### config.mk
export PLATFORM = sky130hd
export DESIGN_NAME = tdma_slot_sync_scheduler
export DESIGN_NICKNAME = d
export VERILOG_FILES = /design/src/hw/rtl/tsss_pkg.sv /design/src/hw/rtl/tsss_ram.sv /design/src/hw/rtl/tsss_front.sv /design/src/hw/rtl/tsss_cmdq.sv /design/src/hw/rtl/tsss_back.sv /design/src/hw/rtl/tdma_slot_sync_scheduler.sv
export SDC_FILE = /design/constraint.sdc
export NUM_CORES = 1
export LEC_CHECK = 0
export BUFFER_PORTS_ARGS = -buffer_cell sky130_fd_sc_hd__buf_2
export CAP_MARGIN = 5
export CORE_AREA = 8 8 283 285
export DETAILED_ROUTE_END_ITERATION = 6
export DIE_AREA = 0 0 291 293
export PLACE_DENSITY = 0.8
export SLEW_MARGIN = 0
export SYNTH_ARGS = -nofsm -noshare
export SYNTH_HDL_FRONTEND = slang
export SYNTH_SLANG_ARGS = --single-unit
### constraint.sdc
create_clock -name i_clk -period 7.66 [get_ports i_clk]
set_input_delay 0.766 -clock i_clk [delete_from_list [all_inputs] [get_ports i_clk]]
set_output_delay 0.766 -clock i_clk [all_outputs]
set_load 0.05 [all_outputs]
### src/hw/rtl/tsss_pkg.sv
// Shared types, constants and helpers of the TDMA slot keeper.
package tsss_pkg;

    localparam int MAX_NODES_DEF    = 32;
    localparam int SLOT_TICKS_DEF   = 7;
    localparam int MISS_LIMIT_DEF   = 3;
    localparam int MAX_CHANNELS_DEF = 16;
    localparam int CMDQ_DEPTH_DEF   = 4;

    localparam int NID_W  = 6;
    localparam int FROM_W = 8;
    localparam int CNT_W  = 16;
    localparam int BYTE_W = 8;
    localparam int HOP_W  = 4;
    localparam int EIDX_W = 5;
    localparam int TMR_W  = 9;
    localparam int CC_W   = 5;
    localparam int MISS_W = 2;
    localparam int CALC_W = 16;
    localparam int CFG_IDX_W  = 2;
    localparam int CFG_DATA_W = 8;
    localparam int S_DATA_W   = 48;
    localparam int M_DATA_W   = 48;

    localparam int FIRST_BASE = 255;
    localparam int TX_GUARD   = 3;

    localparam logic [NID_W-1:0]  NODE_ID_RST       = NID_W'(1);
    localparam logic [NID_W-1:0]  NUM_NODES_RST     = NID_W'(1);
    localparam logic [CC_W-1:0]   CHANNEL_COUNT_RST = CC_W'(4);
    localparam logic [BYTE_W-1:0] HOLE_VALUE_RST    = BYTE_W'(127);

    typedef enum logic [CFG_IDX_W-1:0] {
        CFG_NODE_ID       = 2'd0,
        CFG_NUM_NODES     = 2'd1,
        CFG_CHANNEL_COUNT = 2'd2,
        CFG_HOLE_VALUE    = 2'd3
    } t_cfg_idx;

    typedef enum logic {
        OP_STORE = 1'b0,
        OP_TICK  = 1'b1
    } t_op;

    typedef struct packed {
        t_op               op;
        logic              ch_fire;
        logic              tx_fire;
        logic [HOP_W-1:0]  hop;
        logic              flush;
        logic [CNT_W-1:0]  counter;
        logic [NID_W-1:0]  n;
        logic [NID_W-1:0]  slot;
        logic [BYTE_W-1:0] rss;
        logic [BYTE_W-1:0] corr;
    } t_cmd;

    function automatic logic [TMR_W-1:0] clamp_limit(input logic signed [CALC_W-1:0] v);
        logic signed [CALC_W-1:0] hi;
        hi = CALC_W'((2 ** TMR_W) - 1);
        if (v <= 0) begin
            return '0;
        end else if (v > hi) begin
            return hi[TMR_W-1:0];
        end
        return v[TMR_W-1:0];
    endfunction

endpackage

### src/hw/rtl/tsss_ram.sv
// Generic single-port-write RAM with registered read.
module tsss_ram #(
    parameter int WIDTH = 16,
    parameter int DEPTH = 32
) (
    input  logic                     i_clk,
    input  logic                     i_we,
    input  logic [$clog2(DEPTH)-1:0] i_waddr,
    input  logic [WIDTH-1:0]         i_wdata,
    input  logic                     i_re,
    input  logic [$clog2(DEPTH)-1:0] i_raddr,
    output logic [WIDTH-1:0]         o_rdata
);

    logic [WIDTH-1:0] r_mem [DEPTH];
    logic [WIDTH-1:0] r_rdata;

    always_ff @(posedge i_clk) begin
        if (i_we) begin
            r_mem[i_waddr] <= i_wdata;
        end
        if (i_re) begin
            r_rdata <= r_mem[i_raddr];
        end
    end

    assign o_rdata = r_rdata;

endmodule

### src/hw/rtl/tsss_front.sv
// Front end: config registers, timers, hop and miss tracking, command generation.
module tsss_front
    import tsss_pkg::*;
#(
    parameter int MAX_NODES    = MAX_NODES_DEF,
    parameter int SLOT_TICKS   = SLOT_TICKS_DEF,
    parameter int MISS_LIMIT   = MISS_LIMIT_DEF,
    parameter int MAX_CHANNELS = MAX_CHANNELS_DEF
) (
    input  logic                  i_clk,
    input  logic                  i_rst_n,
    input  logic                  i_cfg_valid,
    input  logic [CFG_IDX_W-1:0]  i_cfg_index,
    input  logic [CFG_DATA_W-1:0] i_cfg_data,
    input  logic                  i_valid,
    output logic                  o_ready,
    input  logic                  i_action,
    input  logic [FROM_W-1:0]     i_from_node,
    input  logic [CNT_W-1:0]      i_rx_counter,
    input  logic [BYTE_W-1:0]     i_rx_rssi,
    input  logic [BYTE_W-1:0]     i_rx_corr,
    input  logic                  i_length_matches,
    input  logic                  i_full,
    output logic                  o_push,
    output t_cmd                  o_cmd,
    output logic [BYTE_W-1:0]     o_hole_value
);

    localparam logic signed [CALC_W-1:0] SLOT_S  = CALC_W'(SLOT_TICKS);
    localparam logic signed [CALC_W-1:0] C_ONE   = CALC_W'(1);
    localparam logic signed [CALC_W-1:0] C_TWO   = CALC_W'(2);
    localparam logic signed [CALC_W-1:0] C_GUARD = CALC_W'(TX_GUARD);
    localparam logic signed [CALC_W-1:0] C_FIRST = CALC_W'(FIRST_BASE);
    localparam logic [NID_W-1:0]  MAX_N   = NID_W'(MAX_NODES);
    localparam logic [CC_W-1:0]   MAX_CH  = CC_W'(MAX_CHANNELS);
    localparam logic [MISS_W-1:0] MISS_LIM = MISS_W'(MISS_LIMIT);

    logic [NID_W-1:0]  r_node_id;
    logic [NID_W-1:0]  r_num_nodes;
    logic [CC_W-1:0]   r_channel_count;
    logic [BYTE_W-1:0] r_hole_value;

    logic [TMR_W-1:0]  r_tx_elapsed, n_tx_elapsed;
    logic [TMR_W-1:0]  r_tx_limit, n_tx_limit;
    logic              r_first, n_first;
    logic              r_tx_running, n_tx_running;
    logic [TMR_W-1:0]  r_ch_elapsed, n_ch_elapsed;
    logic [TMR_W-1:0]  r_ch_limit, n_ch_limit;
    logic              r_ch_running, n_ch_running;
    logic [HOP_W-1:0]  r_hop, n_hop;
    logic [MISS_W-1:0] r_miss, n_miss;
    logic [CNT_W-1:0]  r_own_counter, n_own_counter;

    logic                     acc;
    logic [NID_W-1:0]         n_eff;
    logic signed [CALC_W-1:0] s_n, s_t, s_me;
    logic                     sender_ok, after_me;
    logic [TMR_W-1:0]         ch_lim_rx, tx_lim_late, tx_lim_early, reload, first_lim, tx_lim;
    logic [TMR_W-1:0]         ch_e, tx_e;
    logic                     ch_fire, tx_fire, miss_lt;
    logic [CC_W-1:0]          hop_inc;
    logic [HOP_W-1:0]         hop_new;

    assign o_ready      = !i_full;
    assign acc          = i_valid && !i_full;
    assign o_hole_value = r_hole_value;

    assign n_eff = (r_num_nodes > MAX_N) ? MAX_N : r_num_nodes;
    assign s_n   = CALC_W'(n_eff);
    assign s_t   = CALC_W'(i_from_node);
    assign s_me  = CALC_W'(r_node_id);

    assign sender_ok = i_from_node inside {[FROM_W'(1) : FROM_W'(n_eff)]};
    assign after_me  = i_from_node > FROM_W'(r_node_id);

    assign ch_lim_rx    = clamp_limit(CALC_W'((s_n - s_t + C_TWO) * SLOT_S));
    assign tx_lim_late  = clamp_limit(CALC_W'((s_n - s_t + s_me - C_ONE + C_GUARD) * SLOT_S));
    assign tx_lim_early = clamp_limit(CALC_W'((s_me - C_ONE - s_t) * SLOT_S));
    assign reload       = clamp_limit(CALC_W'((s_n + C_GUARD) * SLOT_S));
    assign first_lim    = clamp_limit(CALC_W'(C_FIRST - s_me * SLOT_S));
    assign tx_lim       = r_first ? first_lim : r_tx_limit;

    assign ch_e    = r_ch_elapsed + TMR_W'(1);
    assign tx_e    = r_tx_elapsed + TMR_W'(1);
    assign ch_fire = r_ch_running && (ch_e >= r_ch_limit);
    assign tx_fire = r_tx_running && (tx_e >= tx_lim);
    assign miss_lt = r_miss < MISS_LIM;
    assign hop_inc = CC_W'(r_hop) + CC_W'(1);

    always_comb begin
        if (!miss_lt) begin
            hop_new = '0;
        end else if (hop_inc >= r_channel_count || hop_inc >= MAX_CH) begin
            hop_new = '0;
        end else begin
            hop_new = hop_inc[HOP_W-1:0];
        end
    end

    always_comb begin
        n_tx_elapsed  = r_tx_elapsed;
        n_tx_limit    = r_tx_limit;
        n_first       = r_first;
        n_tx_running  = r_tx_running;
        n_ch_elapsed  = r_ch_elapsed;
        n_ch_limit    = r_ch_limit;
        n_ch_running  = r_ch_running;
        n_hop         = r_hop;
        n_miss        = r_miss;
        n_own_counter = r_own_counter;
        o_push        = 1'b0;
        o_cmd         = '0;
        if (acc) begin
            if (i_action) begin
                if (i_length_matches) begin
                    n_tx_running = 1'b0;
                    n_ch_running = 1'b0;
                    n_miss       = '0;
                    if (sender_ok) begin
                        n_ch_limit   = ch_lim_rx;
                        n_ch_elapsed = '0;
                        n_ch_running = 1'b1;
                        if (after_me) begin
                            n_tx_limit    = tx_lim_late;
                            n_own_counter = i_rx_counter + CNT_W'(n_eff)
                                            - CNT_W'(i_from_node) + CNT_W'(1);
                        end else begin
                            n_tx_limit    = tx_lim_early;
                            n_own_counter = i_rx_counter + CNT_W'(r_node_id)
                                            - CNT_W'(i_from_node);
                        end
                        n_first      = 1'b0;
                        n_tx_elapsed = '0;
                        n_tx_running = 1'b1;
                        o_push       = 1'b1;
                        o_cmd.op     = OP_STORE;
                        o_cmd.slot   = NID_W'(i_from_node - FROM_W'(1));
                        o_cmd.rss    = i_rx_rssi;
                        o_cmd.corr   = i_rx_corr;
                    end
                end
            end else begin
                if (r_ch_running) begin
                    n_ch_elapsed = ch_fire ? '0 : ch_e;
                end
                if (r_tx_running) begin
                    n_tx_elapsed = tx_fire ? '0 : tx_e;
                end
                if (ch_fire) begin
                    n_hop      = hop_new;
                    n_ch_limit = reload;
                end
                if (tx_fire) begin
                    if (miss_lt) begin
                        n_miss = r_miss + MISS_W'(1);
                    end
                    n_tx_limit = reload;
                    n_first    = 1'b0;
                end
                o_push        = ch_fire || tx_fire;
                o_cmd.op      = OP_TICK;
                o_cmd.ch_fire = ch_fire;
                o_cmd.tx_fire = tx_fire;
                o_cmd.hop     = ch_fire ? hop_new : r_hop;
                o_cmd.flush   = !miss_lt;
                o_cmd.counter = r_own_counter;
                o_cmd.n       = n_eff;
            end
        end
    end

    always_ff @(posedge i_clk) begin
        if (!i_rst_n) begin
            r_node_id       <= NODE_ID_RST;
            r_num_nodes     <= NUM_NODES_RST;
            r_channel_count <= CHANNEL_COUNT_RST;
            r_hole_value    <= HOLE_VALUE_RST;
        end else if (i_cfg_valid) begin
            case (t_cfg_idx'(i_cfg_index))
                CFG_NODE_ID:       r_node_id       <= i_cfg_data[NID_W-1:0];
                CFG_NUM_NODES:     r_num_nodes     <= i_cfg_data[NID_W-1:0];
                CFG_CHANNEL_COUNT: r_channel_count <= i_cfg_data[CC_W-1:0];
                CFG_HOLE_VALUE:    r_hole_value    <= i_cfg_data[BYTE_W-1:0];
                default: ;
            endcase
        end
    end

    always_ff @(posedge i_clk) begin
        if (!i_rst_n) begin
            r_tx_elapsed  <= '0;
            r_tx_limit    <= '0;
            r_first       <= 1'b1;
            r_tx_running  <= 1'b1;
            r_ch_elapsed  <= '0;
            r_ch_limit    <= '0;
            r_ch_running  <= 1'b0;
            r_hop         <= '0;
            r_miss        <= '0;
            r_own_counter <= '0;
        end else begin
            r_tx_elapsed  <= n_tx_elapsed;
            r_tx_limit    <= n_tx_limit;
            r_first       <= n_first;
            r_tx_running  <= n_tx_running;
            r_ch_elapsed  <= n_ch_elapsed;
            r_ch_limit    <= n_ch_limit;
            r_ch_running  <= n_ch_running;
            r_hop         <= n_hop;
            r_miss        <= n_miss;
            r_own_counter <= n_own_counter;
        end
    end

`ifndef SYNTHESIS
    a_miss_sat: assert property (@(posedge i_clk) disable iff (!i_rst_n)
        r_miss <= MISS_LIM)
        else $error("miss count above limit");
    a_pkt_stops_tx: assert property (@(posedge i_clk) disable iff (!i_rst_n)
        (acc && i_action && i_length_matches && !sender_ok) |=> (!r_tx_running && !r_ch_running))
        else $error("timers still running after invalid sender");
`endif

endmodule

### src/hw/rtl/tsss_cmdq.sv
// Small command queue between the front end and the result sequencer.
module tsss_cmdq
    import tsss_pkg::*;
#(
    parameter int DEPTH = CMDQ_DEPTH_DEF
) (
    input  logic i_clk,
    input  logic i_rst_n,
    input  logic i_push,
    input  t_cmd i_cmd,
    input  logic i_pop,
    output t_cmd o_cmd,
    output logic o_full,
    output logic o_empty
);

    localparam int PW = (DEPTH > 1) ? $clog2(DEPTH) : 1;
    localparam int CW = $clog2(DEPTH + 1);

    t_cmd          r_mem [DEPTH];
    logic [PW-1:0] r_wp, r_rp;
    logic [CW-1:0] r_cnt;
    logic          do_push, do_pop;

    assign o_full  = r_cnt == CW'(DEPTH);
    assign o_empty = r_cnt == '0;
    assign o_cmd   = r_mem[r_rp];
    assign do_push = i_push && !o_full;
    assign do_pop  = i_pop && !o_empty;

    always_ff @(posedge i_clk) begin
        if (do_push) begin
            r_mem[r_wp] <= i_cmd;
        end
    end

    always_ff @(posedge i_clk) begin
        if (!i_rst_n) begin
            r_wp  <= '0;
            r_rp  <= '0;
            r_cnt <= '0;
        end else begin
            if (do_push) begin
                r_wp <= (r_wp == PW'(DEPTH - 1)) ? '0 : r_wp + PW'(1);
            end
            if (do_pop) begin
                r_rp <= (r_rp == PW'(DEPTH - 1)) ? '0 : r_rp + PW'(1);
            end
            if (do_push && !do_pop) begin
                r_cnt <= r_cnt + CW'(1);
            end else if (do_pop && !do_push) begin
                r_cnt <= r_cnt - CW'(1);
            end
        end
    end

`ifndef SYNTHESIS
    a_no_overflow: assert property (@(posedge i_clk) disable iff (!i_rst_n)
        i_push |-> !o_full)
        else $error("push into full command queue");
`endif

endmodule

### src/hw/rtl/tsss_back.sv
// Back end: entry store, channel-change and packet-entry result sequencer.
module tsss_back
    import tsss_pkg::*;
#(
    parameter int MAX_NODES = MAX_NODES_DEF
) (
    input  logic              i_clk,
    input  logic              i_rst_n,
    input  t_cmd              i_cmd,
    input  logic              i_empty,
    output logic              o_pop,
    input  logic [BYTE_W-1:0] i_hole_value,
    output logic              o_valid,
    input  logic              i_ready,
    output logic              o_kind,
    output logic [HOP_W-1:0]  o_channel_index,
    output logic              o_flush_rx,
    output logic [CNT_W-1:0]  o_header_counter,
    output logic [EIDX_W-1:0] o_entry_index,
    output logic [BYTE_W-1:0] o_entry_rss,
    output logic [BYTE_W-1:0] o_entry_corr,
    output logic              o_last
);

    localparam int AW = $clog2(MAX_NODES);

    typedef enum logic [2:0] {
        S_IDLE = 3'b001,
        S_CHAN = 3'b010,
        S_TX   = 3'b100
    } t_bstate;

    t_bstate            r_state, n_state;
    t_cmd               r_cmd, n_cmd;
    logic [NID_W-1:0]   r_idx, n_idx;
    logic [NID_W-1:0]   r_cur, n_cur;
    logic               r_cur_v, n_cur_v;
    logic               r_have, n_have;
    logic [MAX_NODES-1:0] r_valid;

    logic               r_out_valid, n_out_valid;
    logic               r_kind, n_kind;
    logic [HOP_W-1:0]   r_ch, n_ch;
    logic               r_fl, n_fl;
    logic [CNT_W-1:0]   r_hc, n_hc;
    logic [EIDX_W-1:0]  r_ei, n_ei;
    logic [BYTE_W-1:0]  r_rss, n_rss;
    logic [BYTE_W-1:0]  r_corr, n_corr;
    logic               r_last, n_last;

    logic                  out_free, load, issue, entry_last;
    logic                  set_valid, clr_valid;
    logic                  ram_we, ram_re;
    logic [2*BYTE_W-1:0]   ram_rdata;

    assign out_free   = !r_out_valid || i_ready;
    assign entry_last = r_cur == (r_cmd.n - NID_W'(1));

    tsss_ram #(
        .WIDTH (2 * BYTE_W),
        .DEPTH (MAX_NODES)
    ) u_store (
        .i_clk   (i_clk),
        .i_we    (ram_we),
        .i_waddr (i_cmd.slot[AW-1:0]),
        .i_wdata ({i_cmd.rss, i_cmd.corr}),
        .i_re    (ram_re),
        .i_raddr (r_idx[AW-1:0]),
        .o_rdata (ram_rdata)
    );

    always_comb begin
        n_state     = r_state;
        n_cmd       = r_cmd;
        n_idx       = r_idx;
        n_cur       = r_cur;
        n_cur_v     = r_cur_v;
        n_have      = r_have;
        n_out_valid = r_out_valid && !i_ready;
        n_kind      = r_kind;
        n_ch        = r_ch;
        n_fl        = r_fl;
        n_hc        = r_hc;
        n_ei        = r_ei;
        n_rss       = r_rss;
        n_corr      = r_corr;
        n_last      = r_last;
        o_pop       = 1'b0;
        ram_we      = 1'b0;
        ram_re      = 1'b0;
        set_valid   = 1'b0;
        clr_valid   = 1'b0;
        load        = 1'b0;
        issue       = 1'b0;
        case (r_state)
            S_IDLE: begin
                if (!i_empty) begin
                    o_pop = 1'b1;
                    n_cmd = i_cmd;
                    if (i_cmd.op == OP_STORE) begin
                        ram_we    = 1'b1;
                        set_valid = 1'b1;
                    end else if (i_cmd.ch_fire) begin
                        n_state = S_CHAN;
                    end else if (i_cmd.n != '0) begin
                        n_state = S_TX;
                        n_idx   = '0;
                        n_have  = 1'b0;
                    end else begin
                        clr_valid = 1'b1;
                    end
                end
            end
            S_CHAN: begin
                if (out_free) begin
                    n_out_valid = 1'b1;
                    n_kind      = 1'b0;
                    n_ch        = r_cmd.hop;
                    n_fl        = r_cmd.flush;
                    n_hc        = '0;
                    n_ei        = '0;
                    n_rss       = '0;
                    n_corr      = '0;
                    n_last      = !(r_cmd.tx_fire && r_cmd.n != '0);
                    if (r_cmd.tx_fire && r_cmd.n != '0) begin
                        n_state = S_TX;
                        n_idx   = '0;
                        n_have  = 1'b0;
                    end else begin
                        clr_valid = r_cmd.tx_fire;
                        n_state   = S_IDLE;
                    end
                end
            end
            S_TX: begin
                load  = r_have && out_free;
                issue = (r_idx != r_cmd.n) && (!r_have || load);
                if (load) begin
                    n_out_valid = 1'b1;
                    n_kind      = 1'b1;
                    n_ch        = r_cmd.hop;
                    n_fl        = 1'b0;
                    n_hc        = r_cmd.counter;
                    n_ei        = r_cur[EIDX_W-1:0];
                    n_rss       = r_cur_v ? ram_rdata[2*BYTE_W-1:BYTE_W] : i_hole_value;
                    n_corr      = r_cur_v ? ram_rdata[BYTE_W-1:0] : i_hole_value;
                    n_last      = entry_last;
                    n_have      = 1'b0;
                    if (entry_last) begin
                        clr_valid = 1'b1;
                        n_state   = S_IDLE;
                    end
                end
                if (issue) begin
                    ram_re  = 1'b1;
                    n_cur   = r_idx;
                    n_cur_v = r_valid[r_idx[AW-1:0]];
                    n_idx   = r_idx + NID_W'(1);
                    n_have  = 1'b1;
                end
            end
            default: begin
                n_state = S_IDLE;
            end
        endcase
    end

    always_ff @(posedge i_clk) begin
        if (!i_rst_n) begin
            r_state     <= S_IDLE;
            r_have      <= 1'b0;
            r_idx       <= '0;
            r_out_valid <= 1'b0;
            r_valid     <= '0;
        end else begin
            r_state     <= n_state;
            r_have      <= n_have;
            r_idx       <= n_idx;
            r_out_valid <= n_out_valid;
            if (clr_valid) begin
                r_valid <= '0;
            end else if (set_valid) begin
                r_valid[i_cmd.slot[AW-1:0]] <= 1'b1;
            end
        end
    end

    always_ff @(posedge i_clk) begin
        r_cmd   <= n_cmd;
        r_cur   <= n_cur;
        r_cur_v <= n_cur_v;
        r_kind  <= n_kind;
        r_ch    <= n_ch;
        r_fl    <= n_fl;
        r_hc    <= n_hc;
        r_ei    <= n_ei;
        r_rss   <= n_rss;
        r_corr  <= n_corr;
        r_last  <= n_last;
    end

    assign o_valid          = r_out_valid;
    assign o_kind           = r_kind;
    assign o_channel_index  = r_ch;
    assign o_flush_rx       = r_fl;
    assign o_header_counter = r_hc;
    assign o_entry_index    = r_ei;
    assign o_entry_rss      = r_rss;
    assign o_entry_corr     = r_corr;
    assign o_last           = r_last;

`ifndef SYNTHESIS
    a_idx_range: assert property (@(posedge i_clk) disable iff (!i_rst_n)
        (r_state == S_TX) |-> (r_idx <= r_cmd.n))
        else $error("entry read index beyond node count");
    a_clear_after_tx: assert property (@(posedge i_clk) disable iff (!i_rst_n)
        (load && entry_last) |=> (r_valid == '0))
        else $error("entries not cleared after transmit");
    a_pop_idle: assert property (@(posedge i_clk) disable iff (!i_rst_n)
        o_pop |-> (r_state == S_IDLE && !i_empty))
        else $error("command taken while busy");
`endif

endmodule

### src/hw/rtl/tdma_slot_sync_scheduler.sv
// Top level of the TDMA slot keeper: port packing and unit wiring.
//
// Input stream (s side): one beat per timer tick (tuser 0) or received packet
// (tuser 1). Packets and ticks update the timers in the cycle they are taken;
// the front end takes one beat per cycle while the four-entry command queue
// has room.
// Output stream (m side): a tick whose channel timer expires yields one
// channel-change beat (tuser 0); a tick whose transmit timer expires yields one
// beat per ring entry (tuser 1), after the channel beat when both expire.
// tlast marks the final beat caused by one input beat.
// A transmit burst of n entries runs at one beat per cycle while the m side
// accepts, through the registered entry store; a packet costs the result
// sequencer only the store write.
// Config: a write channel, always ready, index 0 node_id, 1 num_nodes,
// 2 channel_count, 3 hole_value; write only while the block is idle.
// Reset: synchronous, clears timers, counters, entry flags and the queue;
// the transmit timer starts in its first period. A stalled m side holds the
// output register; the queue then fills and s_tready drops.
module tdma_slot_sync_scheduler
    import tsss_pkg::*;
#(
    parameter int MAX_NODES    = MAX_NODES_DEF,
    parameter int SLOT_TICKS   = SLOT_TICKS_DEF,
    parameter int MISS_LIMIT   = MISS_LIMIT_DEF,
    parameter int MAX_CHANNELS = MAX_CHANNELS_DEF,
    parameter int CMDQ_DEPTH   = CMDQ_DEPTH_DEF
) (
    input  logic                  i_clk,
    input  logic                  i_rst_n,
    input  logic                  i_cfg_valid,
    output logic                  o_cfg_ready,
    input  logic [CFG_IDX_W-1:0]  i_cfg_index,
    input  logic [CFG_DATA_W-1:0] i_cfg_data,
    input  logic                  i_s_tvalid,
    output logic                  o_s_tready,
    // from_node[7:0], rx_counter[23:8], rx_rssi[31:24], rx_corr[39:32],
    // length_matches[40], zero[47:41]
    input  logic [S_DATA_W-1:0]   i_s_tdata,
    // action[0]
    input  logic                  i_s_tuser,
    output logic                  o_m_tvalid,
    input  logic                  i_m_tready,
    // channel_index[3:0], flush_rx[4], header_counter[20:5], entry_index[25:21],
    // entry_rss[33:26], entry_corr[41:34], zero[47:42]
    output logic [M_DATA_W-1:0]   o_m_tdata,
    // kind[0]
    output logic                  o_m_tuser,
    output logic                  o_m_tlast
);

    t_cmd              f_cmd, q_cmd;
    logic              f_push, q_full, q_empty, b_pop;
    logic [BYTE_W-1:0] hole_value;
    logic [HOP_W-1:0]  m_channel_index;
    logic              m_flush_rx;
    logic [CNT_W-1:0]  m_header_counter;
    logic [EIDX_W-1:0] m_entry_index;
    logic [BYTE_W-1:0] m_entry_rss, m_entry_corr;

    assign o_cfg_ready = 1'b1;

    tsss_front #(
        .MAX_NODES    (MAX_NODES),
        .SLOT_TICKS   (SLOT_TICKS),
        .MISS_LIMIT   (MISS_LIMIT),
        .MAX_CHANNELS (MAX_CHANNELS)
    ) u_front (
        .i_clk            (i_clk),
        .i_rst_n          (i_rst_n),
        .i_cfg_valid      (i_cfg_valid),
        .i_cfg_index      (i_cfg_index),
        .i_cfg_data       (i_cfg_data),
        .i_valid          (i_s_tvalid),
        .o_ready          (o_s_tready),
        .i_action         (i_s_tuser),
        .i_from_node      (i_s_tdata[7:0]),
        .i_rx_counter     (i_s_tdata[23:8]),
        .i_rx_rssi        (i_s_tdata[31:24]),
        .i_rx_corr        (i_s_tdata[39:32]),
        .i_length_matches (i_s_tdata[40]),
        .i_full           (q_full),
        .o_push           (f_push),
        .o_cmd            (f_cmd),
        .o_hole_value     (hole_value)
    );

    tsss_cmdq #(
        .DEPTH (CMDQ_DEPTH)
    ) u_cmdq (
        .i_clk   (i_clk),
        .i_rst_n (i_rst_n),
        .i_push  (f_push),
        .i_cmd   (f_cmd),
        .i_pop   (b_pop),
        .o_cmd   (q_cmd),
        .o_full  (q_full),
        .o_empty (q_empty)
    );

    tsss_back #(
        .MAX_NODES (MAX_NODES)
    ) u_back (
        .i_clk            (i_clk),
        .i_rst_n          (i_rst_n),
        .i_cmd            (q_cmd),
        .i_empty          (q_empty),
        .o_pop            (b_pop),
        .i_hole_value     (hole_value),
        .o_valid          (o_m_tvalid),
        .i_ready          (i_m_tready),
        .o_kind           (o_m_tuser),
        .o_channel_index  (m_channel_index),
        .o_flush_rx       (m_flush_rx),
        .o_header_counter (m_header_counter),
        .o_entry_index    (m_entry_index),
        .o_entry_rss      (m_entry_rss),
        .o_entry_corr     (m_entry_corr),
        .o_last           (o_m_tlast)
    );

    assign o_m_tdata = {6'd0, m_entry_corr, m_entry_rss, m_entry_index,
                        m_header_counter, m_flush_rx, m_channel_index};

endmodule

==> results.toml, run 1 <==
[critical_path]
critPathKind = "register to register"
arrival_ns = 7.84
path_max_fanout = 7
start_kind = "register"
crit_path_end_kind = "register"
reg2reg_from = "u_front.r_num_nodes[5]"
crit_slowest_cell = "or4b_2"
worstPathRequired_ns = 8.14
slowest_delay_ns = 0.62
r2r-end = "u_front.r_tx_limit[3]"
ff2ff_path_depth = 28
reg2reg_slack_ns = 0.31

[timing]
worst_pin_slew_ns = 1.26
worst_slack_ns = 0.305
fmax_mhz = 136
finalSetupViolations = 0
hold_viol_final = 0
fin_crit_ns = 7.35
relSlewSlack_pct = 15.9
finClkSkew_ns = 0.0413
drv_slew = 0
period_share_pct = 96.0

[run]
drv_cap = 0

[worst_hold_path]
hold_start = "u_back.r_cmd[48]"
hold_class = "register to register"
whs_path_depth = 0
hold_end = "u_back.o_channel_index[3]"

[floorplan]
dieArea_um2 = 85300
rows = 101
die_h_um = 293
pin_count = 117
die_w_um = 291
core_region_area_um2 = 75400
initial_core_util_pct = 59.4

[grt]
overflow = 0
grt_max_degree = 95
grtUsageTotal_pct = 25.0
grt_pass1_wl_mm = 164
grt_pass1_vias = 28100
antenna_found_initial = 2

[routing]
drc_errors = 2
post_drt_wl_per_cell_um = 25.7
vias_per_cell = 6.43
drtIter0Drc = 2752
ant_nets = 0
num_vias = 27300
first_pass_iters = 7
wirelength_mm = 109

[place]
port_buffers = 102
place_hpwl_mm = 69.3
pre_cts_ws_ns = 0.121
place_congestion = 0.935
dp.cells = 4081

[cells_and_area]
seq_area_um2 = 27100
final_layout_size_suffix_gt1_share_pct = 17.6
area_delta_synth_final_pct = 10.7
final.fill_count = 4931
nets = 3525
stdcell_count = 4248
multiInputGateArea_um2 = 16400

[clocking]
clock_latency_ns = 0.67
cts_max_path_buffers = 3
cts-htree-levels = 3
clk_pin_slew_ns = 0.07
cts_tree = "built"
clkSinkCount = 949
cts_buffers = 90
cts-root-buf = "clkbuf_16"

[synthesis]
synth_common_cells = "811 x edfxtp_1, 244 x inv_1, 221 x mux4_2"
seq_area_frac_synth_pct = 60.5
async_flop_share_pct = 0
ys_ff_latch = 949
yosys-top-cells-area = "edfxtp_1 54%, mux4_2 11%, dfxtp_1 6.2%"
ys_types = 82
syn_inst = 3040
synth-edff-count = 811
netlist_area_um2 = 44800
synth.top_cell.area_share_pct = 54.3
synth_ff_type = "edfxtp_1"
yosysMostFrequentCell = "edfxtp_1"
synth_area_per_cell_um2 = 14.8
synth_warnings = 0
yosysTopAreaCell = "edfxtp_1"

[run_status]
failed_checks = "DRC"
status = "finished, violations left"

[power_and_ir_drop]
ir_drop_v = 0.000245
power_leakage_nw = 18.0
totalPowerFinal_w = 0.0147
power.density_nw_per_um2 = 296
## layer usage
| metal | vias to the layer above | GRT usage (%) | routed length [um] | share of wire, % |
|---|---|---|---|---|
| li1 | 11800 | - | - | - |
| met1 | 13700 | 30.6 | 39800 | 37 |
| met2 | 1501 | 44.1 | 55800 | 51 |
| met3 | 274 | 4.34 | 8880 | 8.1 |
| met4 | 0 | 10.2 | 4550 | 4.2 |
| met5 | - | 0 | 0 | 0 |
## repair_timing
item | 4_1_cts | 5_1_grt
hold buffers | 0 | 0
setup buffers | 0 | 1
endpoints found under the setup margin | 0 | 5
resized for setup | 0 | 4
## through the flow
| stage | hold WS (ns) | util, % | area [um2] | setup TNS (ns) |
|---|---|---|---|---|
| floorplan | 0.400 | - | 44900 | 0 |
| global placement | 0.403 | 61.9 | 46700 | 0 |
| detailed placement | 0.406 | 61.9 | 46700 | 0 |
| CTS | 0.405 | 65.8 | 49600 | 0 |
| global route | 0.434 | 65.8 | 49600 | -0.0264 |
| finish | 0.423 | 65.8 | 49700 | 0 |
## registers in the layout (all words and copies together) (netlist names), 6 cells and up, named ones only
signal	cells
u_back.o_entry_corr	8
u_back.o_entry_rss	8
u_back.o_header_counter	16
u_back.r_cmd	28
u_back.r_cur	6
u_back.r_idx	6
u_back.r_valid	32
u_back.u_store.o_rdata	16
u_back.u_store.r_mem	512
u_cmdq.r_mem	204
u_front.o_hole_value	8
u_front.r_ch_elapsed	9
u_front.r_ch_limit	9
u_front.r_node_id	6
u_front.r_num_nodes	6
u_front.r_own_counter	16
u_front.r_tx_elapsed	9
u_front.r_tx_limit	9
## final cells by class
type | instances | share of cell area [%]
timing repair buffer | 169 | 2.17
tap | 978 | 2.46
clock inverter | 55 | 1.05
sequential | 949 | 54.6
clock buffer | 110 | 4.78
inverter | 246 | 1.87
antenna | 1 | 0.00504
multi-input combinational | 1740 | 33.0
## placed cells by master, fill, tap and decap left out, drive strengths merged, types with 18 or more instances in the layout
master,instances
nand3,60
o21ai,93
mux2,18
ha,205
fa,60
a21oi,131
mux2i,25
clkinv,39
a31oi,21
buf,169
nor2,203
o21a,58
dfxtp,138
xor2,36
and3,52
nor3,32
clkbuf,110
edfxtp,811
a21o,31
mux4,221
inv,248
a211oi,18
nand2b,26
nor2b,29
and2,30
xnor2,72
nand2,109
## report_power, final
group | switching [W] | internal [W]
sequential | 0.000195 | 0.00611
combinational | 0.00239 | 0.00162
clock | 0.00193 | 0.00246
## how the worst max path moves through the flow
stage | start | to | slack (ns) | cells after the start
2_1_floorplan | u_front.r_num_nodes[5] | u_front.r_tx_limit[3] | 0.62 | 24
3_3_place_gp | i_s_tdata[1] | u_front.r_tx_limit[3] | 0.30 | 27
3_5_place_dp | i_s_tdata[1] | u_front.r_tx_limit[3] | 0.12 | 27
4_1_cts | u_front.r_num_nodes[5] | u_front.r_tx_limit[3] | 0.39 | 28
5_1_grt | u_front.r_num_nodes[5] | u_front.r_tx_limit[3] | -0.03 | 28
6_report | u_front.r_num_nodes[5] | u_front.r_tx_limit[3] | 0.31 | 28
## worst max-delay path, delay by kind of cell (launching register included)
kind            cells  cell delay (ns)
compound gates      9             2.05
xor+xnor            1             0.14
fa+ha+maj           8             2.72
buf+inv             7             0.71
flops               1             0.39
simple gates        3             1.19
## cell families after synthesis
group	Yosys count	synth area share, %
adder cells (fa/ha/maj)	266	8.42
AND/OR/NAND/NOR	619	6.85
XOR/XNOR	108	2.14
other	2	0.0167
buffers and inverters	360	3.12
AO/OA/AOI/OAI	472	6.87
multiplexers	264	12.1
flip-flops	949	60.5
(Power assumes the default switching activity.)
==> run 2: changes to the inputs <==
--- a/config.mk
+++ b/config.mk
@@ -7,11 +7,12 @@
 export LEC_CHECK = 0
 export BUFFER_PORTS_ARGS = -buffer_cell sky130_fd_sc_hd__buf_2
 export CAP_MARGIN = 5
-export CORE_AREA = 8 8 283 285
+export CORE_AREA = 8 8 292 294
 export DETAILED_ROUTE_END_ITERATION = 6
-export DIE_AREA = 0 0 291 293
-export PLACE_DENSITY = 0.8
+export DIE_AREA = 0 0 300 302
+export PLACE_DENSITY = 0.79
 export SLEW_MARGIN = 0
 export SYNTH_ARGS = -nofsm -noshare
 export SYNTH_HDL_FRONTEND = slang
+export SYNTH_HIERARCHICAL = 1
 export SYNTH_SLANG_ARGS = --single-unit
==> constraint.sdc (replaced) <==
create_clock -name i_clk -period 6.7 [get_ports i_clk]
set_input_delay 0.67 -clock i_clk [delete_from_list [all_inputs] [get_ports i_clk]]
set_output_delay 0.67 -clock i_clk [all_outputs]
set_load 0.05 [all_outputs]
==> results.toml, run 2 <==
[run_status]
status = "complete, no violations"

[routing]
drc_errors = 0
first_pass_iters = 6
num_vias = 28300
drtIter0Drc = 2789
wirelength_mm = 105
ant_nets = 0
post_drt_wl_per_cell_um = 22.3
vias_per_cell = 6.04

[timing]
relSlewSlack_pct = 18.5
fmax_mhz = 155
fin_crit_ns = 6.45
finClkSkew_ns = 0.0518
hold_viol_final = 0
finalSetupViolations = 0
period_share_pct = 96.3
worst_pin_slew_ns = 1.22
drv_slew = 0

[cells_and_area]
largestRegisters = "u_back/u_store/r_mem (512), u_cmdq/r_mem (204), u_back/r_valid (32)"
layout_common_cells = "811 x edfxtp_1, 281 x mux2i_1, 202 x inv_1, 192 x a21oi_1, 192 x ha_1"
regMostFlops = "u_back/u_store/r_mem"
area_delta_synth_final_pct = 10.8
final_common_cell = "edfxtp_1"
utilization_pct = 62.2
largest_reg_flops = 512
n_antenna_cell = 0
final_layout_size_suffix_gt1_share_pct = 15.1
final.fill_count = 5909
nets = 3853
stdcell_area_um2 = 50300

[power_and_ir_drop]
swShare_pct = 30.5
seq_power_share_pct = 44.0
ir_drop_v = 0.000439
power_leakage_nw = 17.8
p_int_w = 0.0114
pwr-share-clk_pct = 29.8
pwr-share-comb_pct = 26.2
total_switching_power_w = 0.00499
power.density_nw_per_um2 = 325

[critical_path]
path_max_fanout = 7
crit_path_end_kind = "register"
critPathKind = "register to register"
slowest_delay_ns = 0.61
crit_slowest_cell = "or4b_2"
arrival_ns = 7.02
crit_start = "u_front/r_node_id[2]"
start_kind = "register"
reg2reg_from = "u_front/r_node_id[2]"
worstPathRequired_ns = 7.27

[synthesis]
synth_area_per_cell_um2 = 13.6
netlist_area_um2 = 45400
synth_warnings = 6
syn_inst = 3348

[clocking]
cts-htree-levels = 3
clkSinkCount = 949
clk_pin_slew_ns = 0.07
clock_latency_ns = 0.66
cts_max_path_buffers = 3
cts_buffers = 88
cts-root-buf = "clkbuf_16"
cts_tree = "built"

[grt]
grt_pass1_vias = 27700
grt_pass1_wl_mm = 158
grt_max_degree = 71
overflow = 0
antenna_found_initial = 2
grtUsageTotal_pct = 22.4

[place]
place_hpwl_mm = 68.2
port_buffers = 102
place_area_um2 = 47400
place_congestion = 0.923

[run]
drv_cap = 0

[floorplan]
rows = 105
die_w_um = 300
initial_core_util_pct = 56.1
core_region_area_um2 = 80900
die_h_um = 302
dieArea_um2 = 90600
pin_count = 117

[worst_hold_path]
hold_class = "input port to register"
hold_start = "i_cfg_data[7]"
[run 2: per-stage QoR]
stage	worst slack (ns)	setup TNS, ns	hold slack (ns)	std cells	total power, W
3_3_place_gp	-0.142	-0.549	0.433	4513	0.0114
3_5_place_dp	-0.197	-0.979	0.413	4513	0.0115
5_1_grt	-0.00407	-0.00688	0.318	4680	0.0171
4_1_cts	0.00802	0	0.289	4675	0.0164
6_report	0.246	0	0.325	4680	0.0164
2_1_floorplan	0.0546	0	0.400	3356	0.0103
[run 2: timing repair]
item / in CTS / in global routing
hold endpoints to repair: 0 / 0
hold buffers: 0 / 0
resized for setup: 0 / 26
setup buffers: 0 / 5
endpoints found under the setup margin: 0 / 10
[run 2: cell type report]
type                            count  area [um2]  share of cell area, %
Tap cell                         1070        1340                   2.66
Timing Repair Buffer              234        1580                   3.13
Clock buffer                      118        2400                   4.78
Multi-Input combinational cell   2054       16700                   33.1
Inverter                          211         798                   1.59
Sequential cell                   949       27100                   53.9
Clock inverter                     44         435                  0.865
[run 2: path summary, 6_finish.rpt]
kind | endpoint | slack [ns] | cells after the start
worst max-delay path | u_cmdq/r_cnt[2] | 0.25 | 28
worst min-delay path | u_front/o_hole_value[7] | 0.32 | 3
worst max register to register | u_cmdq/r_cnt[2] | 0.25 | 28
worst min register to register | u_back/o_channel_index[0] | 0.43 | 0
[run 2: layer usage]
layer	vias to the layer above	global-route usage [%]	part of all wire, %
li1	12800	-	-
met5	-	0	0
met1	14000	29.7	40
met3	195	3.53	7.9
met4	0	7.67	3.1
met2	1219	37.8	49
[run 2: worst max-delay path: cells and delay by family (launching register included)]
family	cells	cell delay, ns
buffers and inverters	6	0.65
xor gates and xnor gates	2	0.31
and+or+nand+nor	5	1.71
AOI/OAI and AO/OA	9	1.42
adders and majority gates	6	1.93
DFF	1	0.32
[run 2: power groups by stage]
stage | sequential, W | combinational (W) | clock (W)
global route | 0.00723 | 0.00470 | 0.00515
finish | 0.00720 | 0.00428 | 0.00488
CTS | 0.00720 | 0.00425 | 0.00494
floorplan | 0.00723 | 0.00304 | 0
detailed placement | 0.00732 | 0.00421 | 0
global placement | 0.00731 | 0.00409 | 0
